## config.mk

```make
export PLATFORM = sky130hd
export DESIGN_NAME = q2e_queue
export DESIGN_NICKNAME = d
export VERILOG_FILES = /design/src/design/q2e_pkg.sv /design/src/design/q2e_queue.sv
export SDC_FILE = /design/constraint.sdc
export NUM_CORES = 1
export LEC_CHECK = 0
export BUFFER_PORTS_ARGS = -buffer_cell sky130_fd_sc_hd__buf_2
export CAP_MARGIN = 0
export CORE_UTILIZATION = 57
export DETAILED_ROUTE_END_ITERATION = 6
export PLACE_DENSITY = 0.79
export SYNTH_ARGS = -nofsm -noshare
export SYNTH_HDL_FRONTEND = slang
export SYNTH_SLANG_ARGS = --single-unit
```

## constraint.sdc

```tcl
create_clock -name clk -period 6.7 [get_ports clk]
set_input_delay 0.335 -clock clk [delete_from_list [all_inputs] [get_ports clk]]
set_output_delay 0.335 -clock clk [all_outputs]
set_load 0.02 [all_outputs]
```

## src/design/q2e_pkg.sv

```systemverilog
// Types, constants and helper functions for the quaternion to Euler block.
package q2e_pkg;

	localparam int CORDIC_STEPS_DEF = 24;
	localparam int QIN_W = 24;
	localparam int EPS_W = 23;
	localparam int OUT_W = 25;
	localparam int PROD_W = 48;
	localparam int WIDE_W = 51;
	localparam int ARG_W = 32;
	localparam int ANG_W = 34;
	localparam int RAD_W = 61;
	localparam int SQ_N = 31;
	localparam int SQ_REM_W = 34;
	localparam int Q_DEPTH = 4;
	localparam int Q_AW = 2;

	localparam logic [EPS_W-1:0] EPS_RESET = 23'd8;
	localparam logic signed [WIDE_W-1:0] ONE_Q44 = 51'sh1000_0000_0000;
	localparam logic signed [WIDE_W-1:0] HALF_Q44 = 51'sh0800_0000_0000;
	localparam logic signed [WIDE_W-1:0] ROUND_Q14 = 51'sd8192;
	localparam logic [RAD_W-1:0] ONE_Q60 = 61'h1000_0000_0000_0000;
	localparam logic signed [QIN_W-1:0] ONE_Q22 = 24'sd4194304;
	localparam logic signed [ANG_W-1:0] QUARTER_Q24 = 34'sd1509949440;
	localparam logic signed [ANG_W-1:0] ROUND_Q8 = 34'sd128;
	localparam logic signed [OUT_W-1:0] ANGLE_P90 = 25'sd5898240;
	localparam logic signed [OUT_W-1:0] ANGLE_M90 = -25'sd5898240;

	// atan(2^-i) in degrees, Q.24
	localparam logic [31:0] ATAN_TAB [32] = '{
		32'd754974720, 32'd445687602, 32'd235489088, 32'd119537938, 32'd60000934,
		32'd30029717, 32'd15018523, 32'd7509720, 32'd3754917, 32'd1877466,
		32'd938734, 32'd469367, 32'd234684, 32'd117342, 32'd58671, 32'd29335,
		32'd14668, 32'd7334, 32'd3667, 32'd1833, 32'd917, 32'd458, 32'd229,
		32'd115, 32'd57, 32'd29, 32'd14, 32'd7, 32'd4, 32'd2, 32'd1, 32'd0
	};

	typedef enum logic [1:0] {
		GC_NORMAL = 2'd0,
		GC_POS90  = 2'd1,
		GC_NEG90  = 2'd2
	} gcase_t;

	// one job for the CORDIC lanes: (y, x) argument pairs in Q.30
	typedef struct packed {
		gcase_t gcase;
		logic signed [ARG_W-1:0] xa_y;
		logic signed [ARG_W-1:0] xa_x;
		logic signed [ARG_W-1:0] ya_y;
		logic signed [ARG_W-1:0] ya_x;
		logic signed [ARG_W-1:0] za_y;
		logic signed [ARG_W-1:0] za_x;
	} q2e_job_t;

	// clamp to [-1,1] in Q.44, round half up to Q.30
	function automatic logic signed [ARG_W-1:0] q44_to_q30(input logic signed [WIDE_W-1:0] v);
		logic signed [WIDE_W-1:0] c;
		if (v > ONE_Q44) begin
			c = ONE_Q44;
		end else if (v < -ONE_Q44) begin
			c = -ONE_Q44;
		end else begin
			c = v;
		end
		c = c + ROUND_Q14;
		return $signed(c[ARG_W+13:14]);
	endfunction

	// clamp to [-1,1] in Q2.22, shift up to Q.30
	function automatic logic signed [ARG_W-1:0] q22_to_q30(input logic signed [QIN_W-1:0] v);
		logic signed [QIN_W-1:0] c;
		if (v > ONE_Q22) begin
			c = ONE_Q22;
		end else if (v < -ONE_Q22) begin
			c = -ONE_Q22;
		end else begin
			c = v;
		end
		return $signed({c, 8'd0});
	endfunction

endpackage

```

## src/design/q2e_queue.sv

```systemverilog
// Short request queue between the front end and the CORDIC back end.
module q2e_queue import q2e_pkg::*; (
	input logic clk,
	input logic arst_n,
	input logic push,
	input q2e_job_t wdata,
	input logic pop,
	output q2e_job_t rdata,
	output logic full,
	output logic not_empty
);

	q2e_job_t ent_q [Q_DEPTH];
	logic [Q_AW-1:0] wp_q, rp_q;
	logic [Q_AW:0] cnt_q;

	assign full = cnt_q == (Q_AW+1)'(Q_DEPTH);
	assign not_empty = cnt_q != '0;
	assign rdata = ent_q[rp_q];

	always_ff @(posedge clk or negedge arst_n) begin
		if (!arst_n) begin
			wp_q <= '0;
			rp_q <= '0;
			cnt_q <= '0;
		end else begin
			if (push) wp_q <= wp_q + 1'b1;
			if (pop) rp_q <= rp_q + 1'b1;
			if (push && !pop) begin
				cnt_q <= cnt_q + 1'b1;
			end else if (pop && !push) begin
				cnt_q <= cnt_q - 1'b1;
			end
		end
	end

	always_ff @(posedge clk) begin
		if (push) ent_q[wp_q] <= wdata;
	end

endmodule

```

Word-level counts from Yosys, hierarchy flattened
Memory sizes are Yosys's and may differ from the RTL's.
Cells that the tools add are included.
Widths: inputs -> output; s select.
{"block": "totals", "ff_bits": 7, "mem_bits_rw": 776, "in_bits": 198, "out_inout_bits": 196, "elab_cells": 19, "memories": 1}
{"memory": "ent_q", "words": 4, "word_bits": 194, "rd": 1, "rd_ports_with_merged_regs": 0, "write_ports": 1, "line": "q2e_queue.sv:13", "text": "q2e_job_t ent_q [Q_DEPTH];"}
{"block": "op_classes", "add_sub_neg": 4, "n_eq_ne": 1, "muxes": 4, "reduce_logical": 6}
{"op": "$mux 3", "n": 2}
{"op": "$add 2x1->2 const B", "n": 2}
{"op": "$add 3x1->3 const B", "n": 1}
{"op": "$eq 3x3->1 const B", "n": 1}
{"op": "$reduce_bool 3->1", "n": 1}
{"op": "$sub 3x1->3 const B", "n": 1}
{"op": "$logic_and 1x1->1", "n": 2}
{"op": "$logic_not 1->1", "n": 2}
{"op": "$mux 1", "n": 2}
{"op": "$reduce_bool 2->1", "n": 1}

Logic depth before layout (Yosys ltp)
{"block": "depth", "depth_word": 4, "ltp_mapped": 7, "mapped_depth_nobuf": 7}

Worst setup path after synthesis
OpenSTA, ideal clock, no wires.
{"block": "synth_path", "path_type": "register -> register", "startpoint": "reg wp_q[0]", "endpoint": "mem ent_q[2][0] (netlist bit), enable pin", "setup_ns": 0.578, "arrival_time_ns": 5.030, "required_ns": 6.122, "path_slack_ns": 1.092, "stages_incl_launch_ff": 4, "n_path_buf": 0, "synth_period_minus_slack_ns": 5.608, "cell_sequence": "dfrtp_1 -> inv_1 -> ha_1 -> and2_1"}
{"element": "start, declared", "line": "q2e_queue.sv:14", "text": "logic [Q_AW-1:0] wp_q, rp_q;"}
{"element": "start signal, assigned", "line": "q2e_queue.sv:27", "text": "if (push) wp_q <= wp_q + 1'b1;"}
{"element": "end, declared", "line": "q2e_queue.sv:13"}
Straight into the memory's write port.

==> results.py <==
metrics = {
    "timing": {
        "setup_tns_ns": 0,
        "fmax_mhz": 272,
        "fin_crit_ns": 3.68,
        "hold_violations": 0,
        "setup_slack_ns": 3.02,
        "skew_ns": 0.0171,
        "drv_slew": 0,
        "worstMarginPinSlew_ns": 1.23,
        "slew_headroom_pct": 18.3,
        "setup_violations": 0,
        "rsz0062_at_grt": "false",
        "period_share_pct": 54.9,
    },
    "global_route": {
        "grt_max_degree": 108,
        "overflow": 0,
        "antenna_found_initial": 3,
        "grt.total_usage_pct": 25.4,
        "grt_pass1_wl_um": 92400,
        "first_global_vias": 14800,
    },
    "worst_hold_path": {
        "holdCritPathClass": "primary input to register",
    },
    "yosys": {
        "synthTopCellsByArea": "edfxtp_1, mux4_2, mux4_1, dfrtp_1, buf_6",
        "ys_seq_area_share_pct": 82.4,
        "syn_avg_cell_area_um2": 27.2,
        "yosysTopAreaCellShare_pct": 81.8,
        "yosysTopAreaCell": "edfxtp_1",
        "ys_seq_elements": 783,
        "synth_nets": 1252,
        "ys_warn_count": 0,
        "syn_inst": 1048,
        "ys_types": 20,
        "netlist_area_um2": 28500,
    },
    "route": {
        "drt_iter0_drc": 1178,
        "via_count": 14000,
        "wl_per_cell_um": 26.4,
        "routed_wl_um": 63600,
        "drc": 0,
        "detail_route.first_pass.iterations": 5,
        "antenna_left": 0,
        "vias_per_cell": 5.81,
    },
    "worst_setup_path": {
        "startpoint_type": "register",
        "crit_path_cell_trace": "buf_4 > mux4_1 > buf_2",
        "end_kind": "output port",
        "required_ns": 6.36,
        "arrival_ns": 3.34,
        "path_delay_family": "buffers and inverters",
        "crit_type": "register to output port",
        "slowest_delay_ns": 0.95,
        "critical_path_buf_inv_count": 2,
        "crit_path_top_delay_cell": "buf_4",
        "worst-path-max-fanout": 79,
    },
    "floorplan": {
        "start_util_pct": 57.9,
        "die_height_um": 226,
        "coreArea_um2": 49200,
        "io_pins": 394,
        "dieArea_um2": 50900,
        "num_rows": 81,
        "dieWidth_um": 226,
    },
    "place": {
        "place_ws_ns": 3.69,
        "placed_cells": 2075,
        "dp.final_hpwl_um": 32100,
        "gp_congestion": 0.746,
        "port_buffers": 393,
    },
    "clock_tree": {
        "htree_levels": 3,
        "postCtsSetupBuffers": 0,
        "clock_latency_ns": 0.61,
        "cts.path.max_buffers": 3,
        "cts_resized": 0,
        "clkSinkCount": 783,
        "cts_tree": "done",
        "cts_buffers": 77,
        "clk_pin_slew_ns": 0.06,
        "cts_root_buf": "clkbuf_16",
    },
    "final_layout": {
        "utilization_pct": 72.1,
        "nets": 1890,
        "drive_above_1_share_pct": 39.3,
        "fillers": 2701,
        "syn_to_final_growth_pct": 24.5,
        "fin_cells": 2408,
    },
    "pwr": {
        "p_per_area_nw_per_um2": 444,
        "max-vdd-ir-drop_mv": 0.327,
        "power_mw": 15.7,
        "leakage_nw": 12.3,
    },
    "run": {
        "maxCapViolations": 0,
    },
    "run_status": {
        "status": "complete, no violations",
    },
}
timing repair:
action                     CTS  global route
hold buffers               196             0
hold endpoints to repair   784             0
setup endpoints to repair    0             0
cell usage after synthesis, drive strengths merged:
master / number
edfxtp: 776
mux4: 194
buf: 39
dfrtp: 7
clkbuf: 5
ha: 5
and2: 4
inv: 4
xor2: 4
nand2: 2
xnor2: 2
fa: 1
mux2: 1
nor2: 1
nor3b: 1
o21ai: 1
or3: 1
layout by cell type, fill, tap and decap left out, types with 5 or more instances in the layout:
cell | netlist | layout
buf_2 | 22 | 393
buf_4 | 0 | 10
clkbuf_1 | 5 | 13
clkbuf_16 | 0 | 81
clkinv_1 | 0 | 21
clkinv_2 | 0 | 11
dfrtp_1 | 7 | 5
dlygate4sd3_1 | 0 | 196
edfxtp_1 | 776 | 776
ha_1 | 5 | 5
mux4_1 | 23 | 23
mux4_2 | 171 | 171
routing by layer:
metal | GRT usage [%] | up-vias | wire length, um
met5 | 0 | - | 0
met3 | 7.00 | 143 | 5440
met4 | 8.80 | 0 | 2020
met2 | 43.2 | 721 | 33400
met1 | 31.6 | 7258 | 22700
li1 | - | 5862 | -
cells by family (layout without fill, tap and decap cells):
| family | after synthesis | after routing | synth area share (%) |
|---|---|---|---|
| AO/OA/AOI/OAI | 1 | 1 | 0.0176 |
| XOR/XNOR | 6 | 6 | 0.185 |
| adder cells (fa/ha/maj) | 6 | 6 | 0.290 |
| buffers and inverters | 48 | 740 | 1.20 |
| flip-flops | 783 | 783 | 82.4 |
| multiplexers | 195 | 195 | 15.7 |
| other | 0 | 4 | 0 |
| AND/OR/NAND/NOR | 9 | 9 | 0.176 |
per-stage QoR:
| step | area (um2) | hold WS [ns] |
|---|---|---|
| 6_report | 35400 | 0.0888 |
| 5_1_grt | 35400 | 0.0607 |
| 4_1_cts | 35400 | 0.0313 |
| 3_5_place_dp | 31100 | 0.188 |
| 3_3_place_gp | 31100 | 0.183 |
| 2_1_floorplan | 28500 | 0.0394 |
sequential cells by signal, indices dropped and copies added (netlist names):
register	count
ent_q	776
cnt_q	3
rp_q	2
wp_q	2
power breakdown:
| part | internal (mW) | switching (mW) | total, mW |
|---|---|---|---|
| Sequential | 6.42 | 0.358 | 6.77 |
| Clock | 2.34 | 1.72 | 4.07 |
| Combinational | 1.92 | 2.96 | 4.88 |
final timing paths:
path / cells past startpoint / end / start / slack [ns]
setup / recovery: 3 / rdata[95] / rp_q[1] / 3.02
max in group asynchronous: 2 / rp_q[1] / arst_n / 6.33
hold / removal: 2 / wp_q[0] / push / 0.09
hold reg to reg: 1 / cnt_q[2] / cnt_q[2] / 0.51
min in group asynchronous: 2 / cnt_q[0] / arst_n / 0.14
setup reg to reg: 4 / ent_q[1][104] / wp_q[1] / 3.88
cell type report:
cell class | instances | area (um2) | area share, %
inverter | 4 | 15.0 | 0.0424
sequential | 783 | 23500 | 66.3
antenna | 4 | 10.0 | 0.0282
clock buffer | 94 | 2080 | 5.86
timing repair buffer | 603 | 4080 | 11.5
clock inverter | 39 | 278 | 0.784
tap | 664 | 831 | 2.34
multi-input combinational | 217 | 4670 | 13.2
Note: power is estimated with default switching activity, not from simulation.
